--- src/rtl/sc2a_pkg.sv ---
// Shared types, scancode constants and the set-1 US-layout character tables.
// Used by the controller, the datapath and the top level of the translator.
package sc2a_pkg;

    localparam int MAPPED_CODES = 58;

    localparam logic [7:0] SC_LSHIFT_MAKE  = 8'h2A;
    localparam logic [7:0] SC_RSHIFT_MAKE  = 8'h36;
    localparam logic [7:0] SC_LSHIFT_BREAK = 8'hAA;
    localparam logic [7:0] SC_RSHIFT_BREAK = 8'hB6;

    localparam logic CMD_SCANCODE = 1'b0;
    localparam logic CMD_READ     = 1'b1;

    // Unshifted column, codes 0 to 57.
    localparam logic [6:0] PLAIN_COL [0:MAPPED_CODES-1] = '{
        7'h00, 7'h1B, 7'h31, 7'h32, 7'h33, 7'h34, 7'h35, 7'h36,
        7'h37, 7'h38, 7'h39, 7'h30, 7'h2D, 7'h3D, 7'h08, 7'h09,
        7'h71, 7'h77, 7'h65, 7'h72, 7'h74, 7'h79, 7'h75, 7'h69,
        7'h6F, 7'h70, 7'h5B, 7'h5D, 7'h0A, 7'h00, 7'h61, 7'h73,
        7'h64, 7'h66, 7'h67, 7'h68, 7'h6A, 7'h6B, 7'h6C, 7'h3B,
        7'h27, 7'h60, 7'h00, 7'h5C, 7'h7A, 7'h78, 7'h63, 7'h76,
        7'h62, 7'h6E, 7'h6D, 7'h2C, 7'h2E, 7'h2F, 7'h00, 7'h2A,
        7'h00, 7'h20
    };

    // Shifted column, codes 0 to 57.
    localparam logic [6:0] SHIFTED_COL [0:MAPPED_CODES-1] = '{
        7'h00, 7'h1B, 7'h21, 7'h40, 7'h23, 7'h24, 7'h25, 7'h5E,
        7'h26, 7'h2A, 7'h28, 7'h29, 7'h5F, 7'h2B, 7'h08, 7'h09,
        7'h51, 7'h57, 7'h45, 7'h52, 7'h54, 7'h59, 7'h55, 7'h49,
        7'h4F, 7'h50, 7'h7B, 7'h7D, 7'h0A, 7'h00, 7'h41, 7'h53,
        7'h44, 7'h46, 7'h47, 7'h48, 7'h4A, 7'h4B, 7'h4C, 7'h3A,
        7'h22, 7'h7E, 7'h00, 7'h7C, 7'h5A, 7'h58, 7'h43, 7'h56,
        7'h42, 7'h4E, 7'h4D, 7'h3C, 7'h3E, 7'h3F, 7'h00, 7'h2A,
        7'h00, 7'h20
    };

    // Controller to datapath commands.
    typedef struct packed {
        logic push;   // scancode beat accepted
        logic rd;     // read beat accepted: fetch the head entry
        logic load;   // load the output register, pop if not empty
    } t_dp_cmd;

    // Datapath to controller status.
    typedef struct packed {
        logic empty;
    } t_dp_status;

    // Translate a make code; zero means no character.
    function automatic logic [6:0] f_lookup(input logic [7:0] code, input logic shift);
        logic [6:0] ch;
        ch = 7'h00;
        if (code < 8'(MAPPED_CODES)) begin
            ch = shift ? SHIFTED_COL[code[5:0]] : PLAIN_COL[code[5:0]];
        end
        return ch;
    endfunction

endpackage

--- src/rtl/sc2a_ctrl.sv ---
// Controller of the scancode translator: input/output handshakes and read sequencing.
// Depends on sc2a_pkg for the command and status structs.
module sc2a_ctrl
    import sc2a_pkg::*;
(
    input  logic       i_clk,
    input  logic       i_rst_n,
    input  logic       i_in_valid,
    input  logic       i_in_command,
    input  logic       i_out_stall,
    input  t_dp_status i_status,
    output logic       o_in_stall,
    output logic       o_out_valid,
    output t_dp_cmd    o_cmd
);

    typedef enum logic {
        S_IDLE,
        S_READ
    } t_state;

    t_state r_state, n_state;
    logic   r_out_valid, n_out_valid;
    logic   w_accept;
    logic   w_slot_free;
    logic   w_is_read;

    assign o_in_stall  = (r_state != S_IDLE);
    assign w_accept    = i_in_valid && !o_in_stall;
    assign w_is_read   = (i_in_command == CMD_READ);
    assign w_slot_free = !r_out_valid || !i_out_stall;

    always_comb begin
        n_state    = r_state;
        o_cmd.push = w_accept && !w_is_read;
        o_cmd.rd   = w_accept && w_is_read;
        o_cmd.load = 1'b0;
        unique case (r_state)
            S_IDLE: begin
                if (w_accept && w_is_read) begin
                    // empty read with a free slot answers at once
                    if (i_status.empty && w_slot_free) begin
                        o_cmd.load = 1'b1;
                    end else begin
                        n_state = S_READ;
                    end
                end
            end
            S_READ: begin
                if (w_slot_free) begin
                    o_cmd.load = 1'b1;
                    n_state    = S_IDLE;
                end
            end
            default: n_state = S_IDLE;
        endcase
    end

    always_comb begin
        n_out_valid = r_out_valid;
        if (o_cmd.load) begin
            n_out_valid = 1'b1;
        end else if (r_out_valid && !i_out_stall) begin
            n_out_valid = 1'b0;
        end
    end

    always_ff @(posedge i_clk) begin
        if (!i_rst_n) begin
            r_state     <= S_IDLE;
            r_out_valid <= 1'b0;
        end else begin
            r_state     <= n_state;
            r_out_valid <= n_out_valid;
        end
    end

    assign o_out_valid = r_out_valid;

`ifndef SYNTHESIS
    a_load_into_free_slot: assert property (@(posedge i_clk) disable iff (!i_rst_n)
        o_cmd.load |-> (!r_out_valid || !i_out_stall))
        else $error("output register overwritten while stalled");

    a_load_sets_valid: assert property (@(posedge i_clk) disable iff (!i_rst_n)
        o_cmd.load |=> r_out_valid)
        else $error("loaded result not presented");

    a_read_leaves_idle: assert property (@(posedge i_clk) disable iff (!i_rst_n)
        (o_cmd.rd && !o_cmd.load) |=> (r_state == S_READ))
        else $error("pending read lost");
`endif

endmodule

--- src/rtl/sc2a_dp.sv ---
// Datapath of the scancode translator: shift flag, table lookup, character ring and output register.
// Depends on sc2a_pkg for the tables, scancode constants and command/status structs.
module sc2a_dp
    import sc2a_pkg::*;
#(
    parameter int FIFO_DEPTH = 256
)(
    input  logic       i_clk,
    input  logic       i_rst_n,
    input  t_dp_cmd    i_cmd,
    input  logic [7:0] i_scancode,
    output t_dp_status o_status,
    output logic [6:0] o_character,
    output logic       o_was_empty
);

    localparam int PTR_W = (FIFO_DEPTH > 1) ? $clog2(FIFO_DEPTH) : 1;
    localparam logic [PTR_W-1:0] LAST_IDX = PTR_W'(FIFO_DEPTH - 1);

    logic [6:0]       r_mem [FIFO_DEPTH];
    logic [6:0]       r_mem_q;
    logic [PTR_W-1:0] r_wr_ptr, n_wr_ptr;
    logic [PTR_W-1:0] r_rd_ptr, n_rd_ptr;
    logic             r_shift, n_shift;
    logic [PTR_W-1:0] w_wr_next;
    logic [PTR_W-1:0] w_rd_next;
    logic [6:0]       w_char;
    logic             w_empty;
    logic             w_full;
    logic             w_wr_en;

    assign w_wr_next = (r_wr_ptr == LAST_IDX) ? '0 : r_wr_ptr + 1'b1;
    assign w_rd_next = (r_rd_ptr == LAST_IDX) ? '0 : r_rd_ptr + 1'b1;
    assign w_empty   = (r_wr_ptr == r_rd_ptr);
    assign w_full    = (w_wr_next == r_rd_ptr);
    assign w_char    = f_lookup(i_scancode, r_shift);
    // drop break codes, unmapped codes and characters that find the ring full
    assign w_wr_en   = i_cmd.push && !i_scancode[7] && (w_char != 7'h00) && !w_full;

    assign o_status.empty = w_empty;

    always_comb begin
        n_shift = r_shift;
        if (i_cmd.push) begin
            unique case (i_scancode) inside
                SC_LSHIFT_MAKE, SC_RSHIFT_MAKE:   n_shift = 1'b1;
                SC_LSHIFT_BREAK, SC_RSHIFT_BREAK: n_shift = 1'b0;
                default:                          n_shift = r_shift;
            endcase
        end
    end

    always_comb begin
        n_wr_ptr = w_wr_en ? w_wr_next : r_wr_ptr;
        n_rd_ptr = (i_cmd.load && !w_empty) ? w_rd_next : r_rd_ptr;
    end

    always_ff @(posedge i_clk) begin
        if (!i_rst_n) begin
            r_wr_ptr <= '0;
            r_rd_ptr <= '0;
            r_shift  <= 1'b0;
        end else begin
            r_wr_ptr <= n_wr_ptr;
            r_rd_ptr <= n_rd_ptr;
            r_shift  <= n_shift;
        end
    end

    // Character ring with registered read port.
    always_ff @(posedge i_clk) begin
        if (w_wr_en) begin
            r_mem[r_wr_ptr] <= w_char;
        end
        if (i_cmd.rd) begin
            r_mem_q <= r_mem[r_rd_ptr];
        end
    end

    always_ff @(posedge i_clk) begin
        if (i_cmd.load) begin
            o_character <= w_empty ? 7'h00 : r_mem_q;
            o_was_empty <= w_empty;
        end
    end

`ifndef SYNTHESIS
    a_ptr_range: assert property (@(posedge i_clk) disable iff (!i_rst_n)
        (r_wr_ptr <= LAST_IDX) && (r_rd_ptr <= LAST_IDX))
        else $error("ring pointer out of range");

    a_write_never_fills: assert property (@(posedge i_clk) disable iff (!i_rst_n)
        w_wr_en |=> (r_wr_ptr != r_rd_ptr))
        else $error("write overran the read pointer");

    a_empty_read_holds: assert property (@(posedge i_clk) disable iff (!i_rst_n)
        (i_cmd.load && w_empty) |=> $stable(r_rd_ptr))
        else $error("read pointer moved on an empty read");
`endif

endmodule

--- src/rtl/scancode_to_ascii_fifo.sv ---
// Set-1 scancode to ASCII translator with a character ring; joins sc2a_ctrl and sc2a_dp.
// Scancode beat: one per cycle while the input is not stalled, no result beat. Read beat:
// the head is fetched into the ring's read-port register, then loaded into the result
// register once the output slot is free; an empty read with a free slot loads at once.
// Input stalls while a read is pending. Reset (i_rst_n low, synchronous) clears pointers,
// shift flag and output valid; ring contents stay, and unwritten entries never reach the output.
module scancode_to_ascii_fifo
    import sc2a_pkg::*;
#(
    parameter int FIFO_DEPTH = 256
)(
    input  logic       i_clk,
    input  logic       i_rst_n,
    // input channel
    input  logic       i_in_valid,
    output logic       o_in_stall,
    input  logic       i_in_command,
    input  logic [7:0] i_in_scancode,
    // result channel
    output logic       o_out_valid,
    input  logic       i_out_stall,
    output logic [6:0] o_character,
    output logic       o_was_empty
);

    t_dp_cmd    w_cmd;
    t_dp_status w_status;

    // Handshakes and the read sequence: a read beat fetches the ring head, then
    // waits for a free output slot before loading and, if the ring is not empty, popping.
    sc2a_ctrl u_ctrl (
        .i_clk        (i_clk),
        .i_rst_n      (i_rst_n),
        .i_in_valid   (i_in_valid),
        .i_in_command (i_in_command),
        .i_out_stall  (i_out_stall),
        .i_status     (w_status),
        .o_in_stall   (o_in_stall),
        .o_out_valid  (o_out_valid),
        .o_cmd        (w_cmd)
    );

    // Shift tracking, table lookup, ring storage and the result register.
    // The ring keeps one entry spare to tell full from empty.
    sc2a_dp #(
        .FIFO_DEPTH (FIFO_DEPTH)
    ) u_dp (
        .i_clk       (i_clk),
        .i_rst_n     (i_rst_n),
        .i_cmd       (w_cmd),
        .i_scancode  (i_in_scancode),
        .o_status    (w_status),
        .o_character (o_character),
        .o_was_empty (o_was_empty)
    );

endmodule

--- config.mk ---
export PLATFORM = sky130hd
export DESIGN_NAME = scancode_to_ascii_fifo
export DESIGN_NICKNAME = d
export VERILOG_FILES = /design/src/rtl/sc2a_pkg.sv /design/src/rtl/sc2a_ctrl.sv /design/src/rtl/sc2a_dp.sv /design/src/rtl/scancode_to_ascii_fifo.sv
export SDC_FILE = /design/constraint.sdc
export NUM_CORES = 2
export LEC_CHECK = 0
export CORE_AREA = 4 4 429 431
export CTS_CLUSTER_DIAMETER = 120
export DETAILED_ROUTE_END_ITERATION = 8
export DIE_AREA = 0 0 433 435
export DONT_BUFFER_PORTS = 1
export GPL_TIMING_DRIVEN = 0
export PLACE_DENSITY_LB_ADDON = 0.05
export SETUP_SLACK_MARGIN = 0.4
export SLEW_MARGIN = 20
export SYNTH_ARGS = -nofsm -noshare
export SYNTH_HDL_FRONTEND = slang
export SYNTH_HIERARCHICAL = 1
export SYNTH_SLANG_ARGS = --single-unit
--- constraint.sdc ---
create_clock -name i_clk -period 19.1 [get_ports i_clk]
set_input_delay 2.865 -clock i_clk [delete_from_list [all_inputs] [get_ports i_clk]]
set_output_delay 2.865 -clock i_clk [all_outputs]
set_load 0.01 [all_outputs]
Word-level counts from Yosys, hierarchy flattened
Memories as Yosys holds them, arrays and structs flattened. A register that Yosys moved wholly into a read port is not among the register bits. Cells that the tools add are included. Widths: inputs -> output; s select.

Logic and storage cells: 68. Output and inout bits: 10. RAM bits: 1792. Bits in read-only memories: 896. Input bits: 13. Register bits after elaboration: 27. Memories kept: 3.

Memory list: u_dp.r_mem (depth 256, width 7, read ports 1, clocked after Yosys merged registers in 1, wr ports 1, line sc2a_dp.sv:20) `logic [6:0] r_mem [FIFO_DEPTH];`; (name not given) (depth 64, width 7, read ports 1, clocked after Yosys merged registers in 0, wr ports 0, line sc2a_pkg.sv:56) `ch = shift ? SHIFTED_COL[code[5:0]] : PLAIN_COL[code[5:0]];`; (name not given) (depth 64, width 7, read ports 1, clocked after Yosys merged registers in 0, wr ports 0, line sc2a_pkg.sv:56).

Bitwise logic cells: 2. Equal/unequal tests: 8. Muxes and demuxes: 21. Add/subtract/negate cells: 2. Reductions and logical operators: 23. $lt $le $gt $ge: 2.

Operators by type and width (number): $mux 7 (6); $eq 8x8->1 const B (4); $add 8x1->8 const B (2); $eq 8x6->1 const B (2); $eq 8x8->1 (2); $mux 8 (2); $mux 1 (10); $logic_and 1x1->1 (9); $lt 8x6->1 const B (1); $ge 7x7->1 const B (1); $logic_not 1->1 (7); $not 6->7 (1); $reduce_bool 7->1 (1); $pmux 1 s2 (3); $reduce_bool 2->1 (2); $reduce_or 2->1 (2); $reduce_and 2->1 (1); $logic_or 1x1->1 (1); $not 1->1 (1).

Longest topological paths before layout
Word-level depth: 11. Mapped depth: 13. Gate-level depth less buffers: 10.

Modules after synthesis
Netlist, hierarchy kept.

By module, submodules not included: sc2a_dp (area an instance 73376.6 sq um, seq. area each 54602.4 sq um, times used 1, cells each 3323); sc2a_ctrl (area an instance 111.4 sq um, seq. area each 40.0 sq um, times used 1, cells each 13).

Worst setup path after synthesis
No wires, ideal clock.

Path type: input -> register. Start: input port i_in_scancode[1]. End: memory u_dp.r_mem[0][5] (data pin). Library setup time: 2.225 ns. Buffers on the path: 1. Stages on the path: 7. Arrival time: 13.862 ns. Required time: 16.875 ns. Slack: 3.012 ns. Cells stage by stage: buf_2 > inv_1 > ha_1 > nor2b_1 > o21ai_0 > o2111ai_1 > o21ai_0.

Cells in the longest elaborated chain, start to end: 6. Elaborated cells on any way between the ends: 10. Classes of those cells: 1 x order compare; 6 x mux; 1 x bitwise; 2 x memory.

Ends and longest elaborated chain: from (decl) (line scancode_to_ascii_fifo.sv:18) `input logic [7:0] i_in_scancode,`; $not 6->7 (implied by the code) (line sc2a_pkg.sv:56); $mem_v2 64x7; $mux 7 (implied by the code) (2 in a row) (line sc2a_pkg.sv:56); $mux 7 (line sc2a_pkg.sv:56); $mux 7 (*) (line sc2a_pkg.sv:55) `if (code < 8'(MAPPED_CODES)) begin`; net u_dp.w_char[5] (line sc2a_dp.sv:27) `logic [6:0] w_char;`; to (decl) (line sc2a_dp.sv:20).

The timed path passes the listed nets; every way through them passes the cells marked *. The select of a mux whose other input is x is not followed.

Final worst setup path
Start: input port i_in_scancode[1]. End: memory u_dp.r_mem[191][3] (enable).

Cells in the longest elaborated chain, start to end: 11. Elaborated cells on any way between the ends: 15. Classes of those cells: 1 x order compare; 8 x mux; 1 x bitwise; 3 x reduce/logical; 2 x memory.

Ends and longest elaborated chain: $not 6->7 (implied by the code) (line sc2a_pkg.sv:56); $mem_v2 64x7; $mux 7 (implied by the code) (2 in a row) (line sc2a_pkg.sv:56); $mux 7 (line sc2a_pkg.sv:56); $mux 7 (*) (line sc2a_pkg.sv:55); net u_dp.w_char[0] (line sc2a_dp.sv:27); $reduce_bool 7->1 (*) (line sc2a_dp.sv:38) `assign w_wr_en = i_cmd.push && !i_scancode[7] && (w_char != 7'h00) && !w_full;`; $logic_and 1x1->1 (*) (2 in a row) (line sc2a_dp.sv:38); $mux 1 (*) (line sc2a_dp.sv:72) `if (w_wr_en) begin`; $mux 1 (implied by the code) (*) (line sc2a_dp.sv:73) `r_mem[r_wr_ptr] <= w_char;`.

Marked as above.

==> results.json <==
{
  "cts_tree": "done",
  "finalClockSkew_ns": 0.0345,
  "track_usage": 0.257,
  "cts_sinks": 1826,
  "h-tree-depth": 4,
  "grt_pass1_vias": 38227,
  "design_area_mm2": 0.0842,
  "use_met1": 0.362,
  "maxCapViolations": 0,
  "path_class": "in -> reg",
  "area_growth_pct": 14.6,
  "seq_area_frac_synth": 0.744,
  "busiest_layer": "met2",
  "hold_class": "reg -> reg",
  "powerDensity_mw_per_mm2": 97.7,
  "drtIter0Drc": 5078,
  "synth_cell_types": 73,
  "synth-seq-cells": 1826,
  "start_kind": "primary input",
  "grtUsageMet2": 0.402,
  "port_buffers": 0,
  "seq_area_mm2": 0.0546,
  "cts_hold_buf": 0,
  "wl_um": 243000,
  "synth-async-reset-ratio": 0,
  "gr-total-overflow": 0,
  "slew_violations": 0,
  "drt-wirelength-per-cell_um": 39.5,
  "postSynthCellCount": 3336,
  "setup_violations": 0,
  "grt_setup_unrepaired": "false",
  "io_pins": 23,
  "setup_tns_ns": 0,
  "p_total_uw": 8230,
  "vias": 38241,
  "placed_area_mm2": 0.0781,
  "period_share": 0.406,
  "min_period_ns": 7.76,
  "grt_max_degree": 43,
  "start_util": 0.408,
  "hpwl_um": 171000,
  "clk_path_buf_depth": 3,
  "post_cts_resized": 0,
  "nFillCells": 14813,
  "synth_nets": 3367,
  "peakVddDrop_mv": 0.0861,
  "cp-end-kind": "flip-flop",
  "fmax_mhz": 129,
  "cts_buffers": 190,
  "yosysWarnings": 6,
  "hold_viol_final": 0,
  "core_mm2": 0.180,
  "grt_pass1_wl_um": 328000,
  "postCtsSetupBuffers": 0,
  "gp_congestion": 0.916,
  "syn_area_per_cell_um2": 22.0,
  "drt_first_pass_iters": 5,
  "synthFlopType": "edfxtp_1",
  "syn_area_mm2": 0.0735,
  "die-area_mm2": 0.188,
  "worst_slew_pin_slew_ns": 1.24,
  "die_h_um": 435,
  "synth_edf_count": 1807,
  "clockRootBuffer": "clkbuf_16",
  "layout_setup_ws_ns": 11.34,
  "drive_above_1_share": 0.284,
  "die_x_um": 433,
  "dpl_worst_slack_ns": 10.53,
  "post-route-drc-count": 0,
  "via_per_inst": 6.23,
  "cp.arrival_ns": 8.22,
  "fin_nets": 3634,
  "multi_input_area_mm2": 0.0176,
  "use_met3": 0.0557,
  "critPathMaxFanout": 37,
  "status": "finished clean",
  "relSlewSlack": 0.171,
  "row_count": 156,
  "antenna_found_initial": 23,
  "p_leak_uw": 0.0243,
  "drtAntennaViolNets": 0,
  "worst_ep_required_time_ns": 19.56,
  "clkTransAtPathRegs_ns": 0.06,
  "insertion_delay_ns": 0.85
}
[cells in the mapped netlist, types with 3 or more instances]
library cell / n / area, µm²
o221ai_1: 9 / 78.8
ha_1: 18 / 225
or3_1: 3 / 18.8
a211oi_2: 3 / 37.5
and3_1: 71 / 444
and4_1: 176 / 1540
o21ai_0: 20 / 100
nand2b_1: 19 / 119
a22oi_1: 35 / 263
nand4_1: 3 / 18.8
nand3_1: 11 / 55.1
nand2_1: 50 / 188
mux4_2: 558 / 12600
xnor2_1: 7 / 61.3
buf_6: 20 / 225
nor4_1: 7 / 43.8
and2_1: 28 / 175
nor3_1: 16 / 80.1
nor2_1: 37 / 139
a31oi_1: 5 / 31.3
buf_2: 66 / 330
a2111oi_2: 3 / 45.0
inv_1: 17 / 63.8
a21o_1: 3 / 22.5
a22o_1: 15 / 131
a211oi_1: 8 / 60.1
o31ai_1: 3 / 22.5
nor2b_1: 16 / 100
a2111oi_0: 3 / 26.3
o21a_1: 4 / 30.0
o2bb2ai_1: 4 / 35.0
a21oi_1: 17 / 85.1
edfxtp_1: 1807 / 54300
xor2_1: 13 / 114
dfxtp_1: 19 / 380
mux2i_1: 20 / 200
clkbuf_1: 139 / 522
a221oi_1: 14 / 123
buf_4: 11 / 82.6
nor3b_1: 3 / 22.5
buf_1: 17 / 63.8
[per-stage QoR]
stage,utilization,hold WS (ns),std cells
after floorplan,-,0.497,3336
after global placement,0.424,0.519,5706
after detailed placement,0.434,0.521,5780
after CTS,0.467,0.536,6136
after global routing,0.467,0.549,6137
final,0.467,0.532,6143
[final cells by class]
type,instances,share of cell area
flip-flops and latches,1826,0.649
multi-input cells,1237,0.209
clock buffers,233,0.0594
well taps,2370,0.0352
repair buffers,75,0.0182
plain buffers,254,0.0153
clock inverters,123,0.0126
inverters,19,0.000847
diodes,6,0.000178
[cells in the final DEF, fill, tap and decap left out, drive strengths merged, types with 18 or more instances in the layout]
| cell | n |
|---|---|
| a21oi | 18 |
| a22oi | 35 |
| and2 | 29 |
| and3 | 71 |
| and4 | 176 |
| buf | 189 |
| clkbuf | 373 |
| clkinv | 94 |
| dfxtp | 19 |
| edfxtp | 1807 |
| ha | 18 |
| inv | 26 |
| mux2i | 20 |
| mux4 | 558 |
| nand2 | 50 |
| nand2b | 19 |
| nor2 | 37 |
| o21ai | 21 |
[where the power goes]
group	total [µW]	switching (µW)	leakage, µW	internal (µW)
clock	3600	1540	0.00296	2060
sequential	4410	1.92	0.0153	4400
combinational	220	152	0.00601	68.3
total	8230	1690	0.0243	6530
[cells by family after synthesis]
family | after synthesis | share of synthesized area
AO/OA/AOI/OAI | 173 | 0.0184
flip-flops | 1826 | 0.744
XOR/XNOR | 20 | 0.00238
buffers and inverters | 273 | 0.0177
multiplexers | 579 | 0.174
AND/OR/NAND/NOR | 447 | 0.0410
adder cells (fa/ha/maj) | 18 | 0.00306
[metal layers]
layer,vias to the layer above,share of wire
li1,14940,-
met1,21140,0.41
met2,1808,0.47
met3,351,0.084
met4,2,0.033
met5,-,0.00011
[sequential cells by signal, indices dropped and copies added (netlist names)]
signal and flops:
u_dp/r_shift 1, u_ctrl/o_out_valid 1, u_ctrl/o_in_stall 1, u_dp/r_wr_ptr 8, u_dp/r_mem_q 7, u_dp/o_was_empty 1, u_dp/r_rd_ptr 8, u_dp/r_mem 1792
u_dp/o_character 7
[path summary, 6_finish.rpt]
path,start,to,slack (ns),depth (start not counted)
setup / recovery,i_in_scancode[1],u_dp/r_mem[191][3]$_DFFE_PP_,11.34,14
hold / removal,u_dp/r_mem_q[1]$_DFFE_PP_,u_dp/o_character[1]$_SDFFCE_PP0P_,0.53,1
setup reg to reg,u_dp/r_rd_ptr[1]$_SDFFE_PN0P_,u_dp/r_mem_q[0]$_DFFE_PP_,13.40,9
hold reg to reg,u_dp/r_mem_q[1]$_DFFE_PP_,u_dp/o_character[1]$_SDFFCE_PP0P_,0.53,1
[worst max-delay path, stage by stage]
cell      delay (ns)
buf_2           0.28
inv_1           0.25
ha_1            0.54
nor2b_1         0.42
o211ai_1        0.16
a31oi_1         0.19
a311o_2         0.47
buf_12          0.27
buf_12          0.21
buf_16          0.20
nor3_4          0.09
a211oi_4        0.74
clkbuf_2        0.69
and2_1          0.74
Note: power is estimated with default switching activity, not from simulation.
